==> config.mk <==
export PLATFORM = sky130hd
export DESIGN_NAME = adaptive_overcurrent_occupancy_detector
export DESIGN_NICKNAME = d
export VERILOG_FILES = /design/src/rtl/aood_pkg.sv /design/src/rtl/aood_div.sv /design/src/rtl/aood_dp.sv /design/src/rtl/aood_ctrl.sv /design/src/rtl/adaptive_overcurrent_occupancy_detector.sv
export SDC_FILE = /design/constraint.sdc
export NUM_CORES = 2
export LEC_CHECK = 0
export BUFFER_PORTS_ARGS = -buffer_cell sky130_fd_sc_hd__buf_2
export CORE_AREA = 2 2 408 410
export DETAILED_ROUTE_END_ITERATION = 8
export DIE_AREA = 0 0 410 412
export GPL_ROUTABILITY_DRIVEN = 0
export GPL_TIMING_DRIVEN = 0
export SLEW_MARGIN = 20
export SYNTH_ARGS = -nofsm -noshare
export SYNTH_HDL_FRONTEND = slang
export SYNTH_SLANG_ARGS = --single-unit
==> constraint.sdc <==
create_clock -name i_clk -period 14 [get_ports i_clk]
set_input_delay 2.1 -clock i_clk [delete_from_list [all_inputs] [get_ports i_clk]]
set_output_delay 2.1 -clock i_clk [all_outputs]
set_load 0.01 [all_outputs]
==> src/rtl/aood_pkg.sv <==
package aood_pkg;

    // Default number of track blocks
    localparam int BLOCKS_DEF = 8;

    // Field widths
    localparam int BLK_W  = 3;
    localparam int CUR_W  = 16;
    localparam int TIME_W = 32;

    // EMA window limit on dt, in ms
    localparam logic [TIME_W-1:0] DT_LIMIT_MS = 32'd5000;
    localparam int DT_W = 13;

    // Shared divider geometry
    localparam int DIV_DVD_W = 30;
    localparam int DIV_DVS_W = 17;
    localparam int DIV_BITS  = 2;
    localparam int DIV_STEPS = DIV_DVD_W / DIV_BITS;
    localparam int DIV_CNT_W = $clog2(DIV_STEPS);

    // Configuration register indexes
    localparam int CFG_IDX_W = 3;
    typedef enum logic [CFG_IDX_W-1:0] {
        CFG_SHORT_LIMIT = 3'd0,
        CFG_HARD_LIMIT  = 3'd1,
        CFG_HOLD_TIME   = 3'd2,
        CFG_EMA_TAU     = 3'd3,
        CFG_FACTOR_NUM  = 3'd4,
        CFG_FACTOR_DEN  = 3'd5,
        CFG_MIN_JUMP    = 3'd6,
        CFG_MIN_BASE    = 3'd7
    } t_cfg_idx;

    // Register reset values
    localparam logic [15:0] RST_SHORT_LIMIT = 16'd2500;
    localparam logic [15:0] RST_HARD_LIMIT  = 16'd1500;
    localparam logic [15:0] RST_HOLD_TIME   = 16'd500;
    localparam logic [15:0] RST_EMA_TAU     = 16'd2000;
    localparam logic [7:0]  RST_FACTOR_NUM  = 8'd3;
    localparam logic [7:0]  RST_FACTOR_DEN  = 8'd2;
    localparam logic [15:0] RST_MIN_JUMP    = 16'd200;
    localparam logic [15:0] RST_MIN_BASE    = 16'd50;

    typedef struct packed {
        logic [BLK_W-1:0]  block_index;
        logic [CUR_W-1:0]  current_ma;
        logic              occupied;
        logic              power_stable;
        logic [TIME_W-1:0] now_ms;
    } t_in;

    typedef struct packed {
        logic [BLK_W-1:0] block_out;
        logic             trip;
        logic             hard_cause;
        logic [CUR_W-1:0] baseline_out;
    } t_out;

    // Controller state
    typedef enum logic [2:0] {
        ST_IDLE,
        ST_PREP,
        ST_MUL,
        ST_EMA_WAIT,
        ST_REL_GO,
        ST_REL_WAIT,
        ST_FIN
    } t_state;

    // Controller to datapath
    typedef struct packed {
        logic load_in;
        logic prep;
        logic start_ema;
        logic take_ema;
        logic start_rel;
        logic take_rel;
        logic commit;
    } t_cmd;

    // Datapath to controller
    typedef struct packed {
        logic in_range;
        logic stable;
        logic ema_need;
        logic div_done;
        logic out_free;
    } t_sts;

endpackage

==> src/rtl/aood_div.sv <==
module aood_div (
    input  logic                             i_clk,
    input  logic                             i_rst_n,
    input  logic                             i_start,
    input  logic [aood_pkg::DIV_DVD_W-1:0]   i_dvd,
    input  logic [aood_pkg::DIV_DVS_W-1:0]   i_dvs,
    output logic [aood_pkg::DIV_DVD_W-1:0]   o_quo,
    output logic                             o_done
);
    localparam int QW = aood_pkg::DIV_DVD_W;
    localparam int RW = aood_pkg::DIV_DVS_W;

    logic [QW-1:0] r_q, n_q;
    logic [RW-1:0] r_rem, n_rem;
    logic [RW-1:0] r_d;
    logic [aood_pkg::DIV_CNT_W-1:0] r_cnt;
    logic r_busy, r_done;

    // Two restoring steps per cycle
    always_comb begin
        logic [RW-1:0] rem;
        logic [QW-1:0] q;
        logic [RW:0]   t;
        rem = r_rem;
        q   = r_q;
        t   = '0;
        for (int k = 0; k < aood_pkg::DIV_BITS; k++) begin
            t = {rem, q[QW-1]};
            q = {q[QW-2:0], 1'b0};
            if (t >= {1'b0, r_d}) begin
                t = t - {1'b0, r_d};
                q[0] = 1'b1;
            end
            rem = t[RW-1:0];
        end
        n_q   = q;
        n_rem = rem;
    end

    // Step control
    always_ff @(posedge i_clk) begin
        if (!i_rst_n) begin
            r_busy <= 1'b0;
            r_done <= 1'b0;
            r_cnt  <= '0;
        end else if (i_start) begin
            r_busy <= 1'b1;
            r_done <= 1'b0;
            r_cnt  <= '0;
        end else if (r_busy) begin
            r_cnt <= r_cnt + 1'b1;
            if (r_cnt == aood_pkg::DIV_CNT_W'(aood_pkg::DIV_STEPS - 1)) begin
                r_busy <= 1'b0;
                r_done <= 1'b1;
            end
        end else begin
            r_done <= 1'b0;
        end
    end

    // Operand and partial result registers
    always_ff @(posedge i_clk) begin
        if (i_start) begin
            r_q   <= i_dvd;
            r_rem <= '0;
            r_d   <= i_dvs;
        end else if (r_busy) begin
            r_q   <= n_q;
            r_rem <= n_rem;
        end
    end

    assign o_quo  = r_q;
    assign o_done = r_done;

endmodule

==> src/rtl/aood_dp.sv <==
module aood_dp #(
    parameter int BLOCKS = aood_pkg::BLOCKS_DEF
) (
    input  logic                           i_clk,
    input  logic                           i_rst_n,
    input  aood_pkg::t_in                  i_in_data,
    output aood_pkg::t_out                 o_out_data,
    output logic                           o_out_valid,
    input  logic                           i_out_ready,
    input  logic                           i_cfg_valid,
    input  logic [aood_pkg::CFG_IDX_W-1:0] i_cfg_index,
    input  logic [15:0]                    i_cfg_data,
    input  aood_pkg::t_cmd                 i_cmd,
    output aood_pkg::t_sts                 o_sts
);
    localparam int DEPTH = (BLOCKS < 8) ? BLOCKS : 8;
    localparam int IDX_W = (DEPTH > 1) ? $clog2(DEPTH) : 1;
    localparam int CW = aood_pkg::CUR_W;
    localparam int TW = aood_pkg::TIME_W;

    // Configuration registers
    logic [15:0] r_short, r_hard, r_hold, r_tau, r_jump, r_minb;
    logic [7:0]  r_num, r_den;

    always_ff @(posedge i_clk) begin
        if (!i_rst_n) begin
            r_short <= aood_pkg::RST_SHORT_LIMIT;
            r_hard  <= aood_pkg::RST_HARD_LIMIT;
            r_hold  <= aood_pkg::RST_HOLD_TIME;
            r_tau   <= aood_pkg::RST_EMA_TAU;
            r_num   <= aood_pkg::RST_FACTOR_NUM;
            r_den   <= aood_pkg::RST_FACTOR_DEN;
            r_jump  <= aood_pkg::RST_MIN_JUMP;
            r_minb  <= aood_pkg::RST_MIN_BASE;
        end else if (i_cfg_valid) begin
            case (i_cfg_index)
                aood_pkg::CFG_SHORT_LIMIT: r_short <= i_cfg_data;
                aood_pkg::CFG_HARD_LIMIT:  r_hard  <= i_cfg_data;
                aood_pkg::CFG_HOLD_TIME:   r_hold  <= i_cfg_data;
                aood_pkg::CFG_EMA_TAU:     r_tau   <= i_cfg_data;
                aood_pkg::CFG_FACTOR_NUM:  r_num   <= i_cfg_data[7:0];
                aood_pkg::CFG_FACTOR_DEN:  r_den   <= i_cfg_data[7:0];
                aood_pkg::CFG_MIN_JUMP:    r_jump  <= i_cfg_data;
                aood_pkg::CFG_MIN_BASE:    r_minb  <= i_cfg_data;
                default: ;
            endcase
        end
    end

    // Latched input beat
    aood_pkg::t_in r_in;
    always_ff @(posedge i_clk) begin
        if (i_cmd.load_in) r_in <= i_in_data;
    end

    logic [IDX_W-1:0] idx;
    logic             in_range;
    assign idx      = IDX_W'(r_in.block_index);
    assign in_range = 32'(r_in.block_index) < BLOCKS;

    // Per-block state
    logic [CW-1:0] r_base_st [DEPTH];
    logic [TW-1:0] r_last_st [DEPTH];
    logic [TW-1:0] r_cand_st [DEPTH];

    // Working registers
    logic [CW-1:0] r_sbase, r_base, r_rel;
    logic [TW-1:0] r_dt, r_cstart;
    logic          r_last_set, r_neg;
    logic [aood_pkg::DIV_DVD_W-1:0] quo;

    // Prep: fetch state, first baseline choice, dt; later, apply the EMA step
    always_ff @(posedge i_clk) begin
        if (i_cmd.prep) begin
            r_sbase    <= r_base_st[idx];
            r_cstart   <= r_cand_st[idx];
            r_last_set <= (r_last_st[idx] != '0);
            r_dt       <= r_in.now_ms - r_last_st[idx];
            if (!r_in.occupied) begin
                r_base <= '0;
            end else if (r_base_st[idx] == '0) begin
                r_base <= r_in.current_ma;
            end else begin
                r_base <= r_base_st[idx];
            end
        end else if (i_cmd.take_ema) begin
            if (r_neg) r_base <= r_base - quo[CW-1:0];
            else       r_base <= r_base + quo[CW-1:0];
        end
    end

    logic ema_need;
    assign ema_need = r_in.occupied && (r_sbase != '0) && r_last_set &&
                      (r_dt != '0) && (r_dt < aood_pkg::DT_LIMIT_MS) && (r_tau != '0);

    // EMA operands: |sample - base| * dt over tau + dt
    logic [CW-1:0] mag;
    logic          neg;
    logic [aood_pkg::DIV_DVD_W-1:0] ema_dvd, rel_dvd, dvd;
    logic [aood_pkg::DIV_DVS_W-1:0] ema_dvs, rel_dvs, dvs;
    logic div_done;

    assign neg = r_in.current_ma < r_sbase;
    assign mag = neg ? (r_sbase - r_in.current_ma) : (r_in.current_ma - r_sbase);
    assign ema_dvd = aood_pkg::DIV_DVD_W'(mag) *
                     aood_pkg::DIV_DVD_W'(r_dt[aood_pkg::DT_W-1:0]);
    assign ema_dvs = aood_pkg::DIV_DVS_W'(r_tau) +
                     aood_pkg::DIV_DVS_W'(r_dt[aood_pkg::DT_W-1:0]);

    // Relative threshold operands
    assign rel_dvd = aood_pkg::DIV_DVD_W'(r_base) * aood_pkg::DIV_DVD_W'(r_num);
    assign rel_dvs = (r_den == '0) ? aood_pkg::DIV_DVS_W'(1) : aood_pkg::DIV_DVS_W'(r_den);

    assign dvd = i_cmd.start_rel ? rel_dvd : ema_dvd;
    assign dvs = i_cmd.start_rel ? rel_dvs : ema_dvs;

    always_ff @(posedge i_clk) begin
        if (i_cmd.start_ema) r_neg <= neg;
        if (i_cmd.take_rel)  r_rel <= quo[CW-1:0];
    end

    aood_div u_div (
        .i_clk   (i_clk),
        .i_rst_n (i_rst_n),
        .i_start (i_cmd.start_ema | i_cmd.start_rel),
        .i_dvd   (dvd),
        .i_dvs   (dvs),
        .o_quo   (quo),
        .o_done  (div_done)
    );

    // Threshold and candidate decision
    logic [CW-1:0] abs_thr, thr;
    logic          hard, adaptive, cand, trip;
    logic [TW-1:0] start_t;
    assign abs_thr  = r_base + r_jump;
    assign thr      = (r_rel > abs_thr) ? r_rel : abs_thr;
    assign hard     = r_in.current_ma >= r_hard;
    assign adaptive = (r_base >= r_minb) && (r_in.current_ma >= thr);
    assign cand     = r_in.occupied && (r_in.current_ma < r_short) && (hard || adaptive);
    assign start_t  = (r_cstart == '0) ? r_in.now_ms : r_cstart;
    assign trip     = cand && ((r_in.now_ms - start_t) >= TW'(r_hold));

    // State write-back
    always_ff @(posedge i_clk) begin
        if (!i_rst_n) begin
            for (int b = 0; b < DEPTH; b++) begin
                r_base_st[b] <= '0;
                r_last_st[b] <= '0;
                r_cand_st[b] <= '0;
            end
        end else if (i_cmd.commit && in_range) begin
            if (!r_in.power_stable) begin
                r_base_st[idx] <= '0;
                r_last_st[idx] <= '0;
                r_cand_st[idx] <= '0;
            end else begin
                r_base_st[idx] <= r_base;
                r_last_st[idx] <= r_in.occupied ? r_in.now_ms : '0;
                r_cand_st[idx] <= cand ? start_t : '0;
            end
        end
    end

    // Output register
    logic          r_out_valid;
    aood_pkg::t_out r_out;
    logic          live;
    assign live = in_range && r_in.power_stable;

    always_ff @(posedge i_clk) begin
        if (!i_rst_n) begin
            r_out_valid <= 1'b0;
        end else if (i_cmd.commit) begin
            r_out_valid <= 1'b1;
        end else if (i_out_ready) begin
            r_out_valid <= 1'b0;
        end
    end

    always_ff @(posedge i_clk) begin
        if (i_cmd.commit) begin
            r_out.block_out    <= r_in.block_index;
            r_out.trip         <= live && trip;
            r_out.hard_cause   <= live && trip && hard;
            r_out.baseline_out <= live ? r_base : '0;
        end
    end

    assign o_out_data  = r_out;
    assign o_out_valid = r_out_valid;

    assign o_sts.in_range = in_range;
    assign o_sts.stable   = r_in.power_stable;
    assign o_sts.ema_need = ema_need;
    assign o_sts.div_done = div_done;
    assign o_sts.out_free = !r_out_valid || i_out_ready;

endmodule

==> src/rtl/aood_ctrl.sv <==
module aood_ctrl (
    input  logic           i_clk,
    input  logic           i_rst_n,
    input  logic           i_in_valid,
    output logic           o_in_ready,
    input  aood_pkg::t_sts i_sts,
    output aood_pkg::t_cmd o_cmd
);
    aood_pkg::t_state r_state, n_state;

    always_ff @(posedge i_clk) begin
        if (!i_rst_n) r_state <= aood_pkg::ST_IDLE;
        else          r_state <= n_state;
    end

    // Next state and commands
    always_comb begin
        n_state    = r_state;
        o_cmd      = '0;
        o_in_ready = 1'b0;
        case (r_state)
            aood_pkg::ST_IDLE: begin
                o_in_ready = 1'b1;
                if (i_in_valid) begin
                    o_cmd.load_in = 1'b1;
                    n_state = aood_pkg::ST_PREP;
                end
            end
            aood_pkg::ST_PREP: begin
                o_cmd.prep = 1'b1;
                if (!i_sts.in_range || !i_sts.stable) n_state = aood_pkg::ST_FIN;
                else                                  n_state = aood_pkg::ST_MUL;
            end
            aood_pkg::ST_MUL: begin
                if (i_sts.ema_need) begin
                    o_cmd.start_ema = 1'b1;
                    n_state = aood_pkg::ST_EMA_WAIT;
                end else begin
                    n_state = aood_pkg::ST_REL_GO;
                end
            end
            aood_pkg::ST_EMA_WAIT: begin
                if (i_sts.div_done) begin
                    o_cmd.take_ema = 1'b1;
                    n_state = aood_pkg::ST_REL_GO;
                end
            end
            aood_pkg::ST_REL_GO: begin
                o_cmd.start_rel = 1'b1;
                n_state = aood_pkg::ST_REL_WAIT;
            end
            aood_pkg::ST_REL_WAIT: begin
                if (i_sts.div_done) begin
                    o_cmd.take_rel = 1'b1;
                    n_state = aood_pkg::ST_FIN;
                end
            end
            aood_pkg::ST_FIN: begin
                if (i_sts.out_free) begin
                    o_cmd.commit = 1'b1;
                    n_state = aood_pkg::ST_IDLE;
                end
            end
            default: n_state = aood_pkg::ST_IDLE;
        endcase
    end

endmodule

==> src/rtl/adaptive_overcurrent_occupancy_detector.sv <==
// Channel  Direction  Signals                                   Payload
// in       input      i_in_valid / o_in_ready                   aood_pkg::t_in
// out      output     o_out_valid / i_out_ready                 aood_pkg::t_out
// cfg      input      i_cfg_valid / o_cfg_ready, i_cfg_index    i_cfg_data (16 bits)
//
// One beat in flight at a time. The shared 2-bit-per-cycle divider serves
// the EMA step and the relative threshold: a beat whose baseline is averaged
// runs it twice, one that is not runs it once, and a beat for an unstable or
// out-of-range block skips it. Reset is synchronous and clears all block
// state; no clearing pass. A stalled output beat holds in the output register
// while the next input beat is taken and worked on.
module adaptive_overcurrent_occupancy_detector #(
    parameter int BLOCKS = aood_pkg::BLOCKS_DEF
) (
    input  logic                           i_clk,
    input  logic                           i_rst_n,
    input  logic                           i_in_valid,
    output logic                           o_in_ready,
    input  aood_pkg::t_in                  i_in_data,
    output logic                           o_out_valid,
    input  logic                           i_out_ready,
    output aood_pkg::t_out                 o_out_data,
    input  logic                           i_cfg_valid,
    output logic                           o_cfg_ready,
    input  logic [aood_pkg::CFG_IDX_W-1:0] i_cfg_index,
    input  logic [15:0]                    i_cfg_data
);
    aood_pkg::t_cmd cmd;
    aood_pkg::t_sts sts;

    assign o_cfg_ready = 1'b1;

    aood_ctrl u_ctrl (
        .i_clk      (i_clk),
        .i_rst_n    (i_rst_n),
        .i_in_valid (i_in_valid),
        .o_in_ready (o_in_ready),
        .i_sts      (sts),
        .o_cmd      (cmd)
    );

    aood_dp #(
        .BLOCKS (BLOCKS)
    ) u_dp (
        .i_clk       (i_clk),
        .i_rst_n     (i_rst_n),
        .i_in_data   (i_in_data),
        .o_out_data  (o_out_data),
        .o_out_valid (o_out_valid),
        .i_out_ready (i_out_ready),
        .i_cfg_valid (i_cfg_valid),
        .i_cfg_index (i_cfg_index),
        .i_cfg_data  (i_cfg_data),
        .i_cmd       (cmd),
        .o_sts       (sts)
    );

endmodule

==> impl_metrics.tcl <==
set metrics [dict create \
    drc_errors 0 \
    finalSetupTns_ns 0 \
    routed_via_density 5.57 \
    r2r_slack_ns 4.15 \
    wl_met3_um 17000 \
    die_w_um 410 \
    drt-met1-wl_um 84000 \
    grt_overflow 0 \
    dp_slack_ns 4.35 \
    synthArstFlopShare_pct 0 \
    syn-cell-area_um2 62200 \
    cts_buffer_depth 3 \
    clock-skew-final_ns 0.0870 \
    finalWirelength_um 204000 \
    crit_path_end_kind "flop" \
    worstPathArrival_ns 10.31 \
    fillers 15612 \
    drive_above_1_share_pct 8.16 \
    antenna_found_initial 11 \
    port_buffers 89 \
    numCtsBuffers 110 \
    post-route-min-period_ns 9.85 \
    critPathLaunchType "flop" \
    cp_max_fo 10 \
    cts_tree "built" \
    nets 6777 \
    hold_path_depth 2 \
    grt_util_all_layers_pct 23.9 \
    required_ns 14.46 \
    num_io_pins 101 \
    initial_core_util_pct 37.8 \
    cp-startpoint "u_dp.r_in[45]" \
    slowest_stage "xnor2_1" \
    wl_met2_um 94500 \
    topRoutingLayerUsed "met5" \
    clk_latency_ns 0.77 \
    hold_path_startpoint "u_dp.r_minb[2]" \
    final_common_cell "edfxtp_1" \
    slew_headroom_pct 18.3 \
    syn_nets 6551 \
    cts_num_sinks 1017 \
    yosysWarnings 0 \
    antenna_left 0 \
    hold_path_class "flop to flop" \
    setup_viol 0 \
    synth_cell_types 88 \
    synth_edf_count 875 \
    status "finished clean" \
    synthCells 5841 \
    r2r_cells 31 \
    syn_avg_cell_area_um2 10.6 \
    synth_flop_cell "edfxtp_1" \
    wl_per_cell_um 24.4 \
    ys_seq_area_share_pct 46.8 \
    cts_setup_buffers 0 \
    rows 149 \
    cts_resized 0 \
    drv_cap 0 \
    fmax_mhz 102 \
    post-dp-hpwl_um 149000 \
    dr.pass1.iters 6 \
    grt_pass1_vias 46162 \
    drv_slew 0 \
    r2r_end "u_dp.u_div.o_quo[23]" \
    worst_slack_ns 4.15 \
    area_delta_synth_final_pct 12.1 \
    worst_path_most_repeated_cell "fa_1" \
    rsz0062_at_grt "false" \
    cts_root_buffer "clkbuf_16" \
    endpoint "u_dp.u_div.o_quo[23]" \
    grt_pass1_wl_um 301000 \
    hold_viol 0 \
    fin_crit_sh_pct 70.3 \
    grt_max_degree 41 \
    dieArea_um2 169000 \
    ys_seq_elements 1017 \
    r2r_start "u_dp.r_in[45]" \
    cts_max_level 3 \
    worst_pin_slew_ns 1.23 \
    fp.dieH_um 412 \
    postCtsHoldBufs 0 \
    drtIter0Drc 4763 \
    coreArea_um2 164000 \
    final_cell_mix "edfxtp_1, nor2_1, nand2_1" \
    vias 46549 \
    cpPeakStageDelay_ns 0.79 \
    clk_pin_slew_ns 0.06 \
    path_class "flop to flop" \
]
-- how the worst min path moves through the flow --
stage                                      to
after CTS                      u_dp.r_minb[2]
after global routing           u_dp.r_minb[2]
after detailed placement       u_dp.r_minb[2]
after global placement         u_dp.r_minb[3]
final                          u_dp.r_minb[2]
after floorplan           u_dp.o_out_data[18]
-- Yosys cell counts, types with 71 or more instances --
library cell	n	area, µm²
a22oi_1	132	991
edfxtp_1	875	26300
and2_1	160	1000
fa_1	247	4940
nand4_1	71	444
clkbuf_1	223	837
a21oi_1	264	1320
nand3_1	73	365
o21ai_0	155	776
a21o_1	80	601
mux4_2	94	2120
nor2_1	829	3110
ha_1	386	4830
nand2_1	600	2250
inv_1	528	1980
a21boi_0	93	698
dfxtp_1	142	2840
xnor2_1	109	955
-- stage by stage --
| stage | hold WS [ns] | area, µm² | std cells | utilization (%) |
|---|---|---|---|---|
| 2_1_floorplan | 0.424 | 62200 | 5841 | - |
| 3_3_place_gp | 0.453 | 65300 | 8119 | 39.8 |
| 3_5_place_dp | 0.459 | 66000 | 8144 | 40.2 |
| 4_1_cts | 0.467 | 69700 | 8351 | 42.4 |
| 5_1_grt | 0.485 | 69700 | 8351 | 42.4 |
| 6_report | 0.465 | 69700 | 8352 | 42.4 |
-- registers in the layout, indices dropped and copies added (netlist names), 4 cells and up, named ones only --
register          count
u_dp.r_cand_st      256
u_dp.r_last_st      256
u_dp.r_base_st      128
u_dp.r_in            49
u_dp.r_cstart        32
u_dp.r_dt            32
u_dp.u_div.o_quo     30
u_dp.o_out_data      21
u_dp.u_div.r_d       17
u_dp.u_div.r_rem     17
u_dp.r_base          16
u_dp.r_hard          16
u_dp.r_hold          16
u_dp.r_jump          16
u_dp.r_minb          16
u_dp.r_rel           16
u_dp.r_sbase         16
u_dp.r_short         16
u_dp.r_tau           16
u_dp.r_den            8
u_dp.r_num            8
u_dp.u_div.r_cnt      4
-- worst max-delay path: cells and delay by family, from the launching register on --
family	cells	cell delay [ns]
buffers and inverters	7	1.26
DFF	1	0.69
adders and majority gates	7	3.25
xor gates and xnor gates	2	0.99
and+or+nand+nor	5	0.78
AOI/OAI and AO/OA	10	2.54
-- kinds of logic (layout without fill, tap and decap cells) --
| kind of cell | after synthesis | after routing | share of synthesized area (%) |
|---|---|---|---|
| AOI/OAI and AO/OA | 1018 | 1018 | 10.7 |
| xor gates and xnor gates | 177 | 177 | 2.49 |
| adders and majority gates | 633 | 633 | 15.7 |
| buffers and inverters | 813 | 1134 | 5.08 |
| DFF | 1017 | 1017 | 46.8 |
| muxes | 181 | 181 | 4.91 |
| other | 1 | 2 | 0.00603 |
| and+or+nand+nor | 2001 | 2001 | 14.2 |
-- routing by layer --
layer  vias to the layer above  global-route usage [%]
li1                      20935                       -
met1                     23088                    31.9
met2                      2072                    39.1
met3                       452                    4.08
met4                         2                    8.92
met5                         -                       0
-- layout make-up --
type,count,area (µm²),area share (%)
Timing Repair Buffer,114,988,1.42
Antenna cell,1,2.50,0.00359
Clock inverter,75,778,1.12
Multi-Input combinational cell,4011,30000,43.1
Sequential cell,1017,29100,41.8
Inverter,531,1990,2.86
Buffer,282,1180,1.69
Tap cell,2189,2740,3.93
Clock buffer,132,2880,4.13
Power is left out: the tool's default activity adds up to more than one toggle a clock period on the data nets, which glitch-free logic cannot reach.
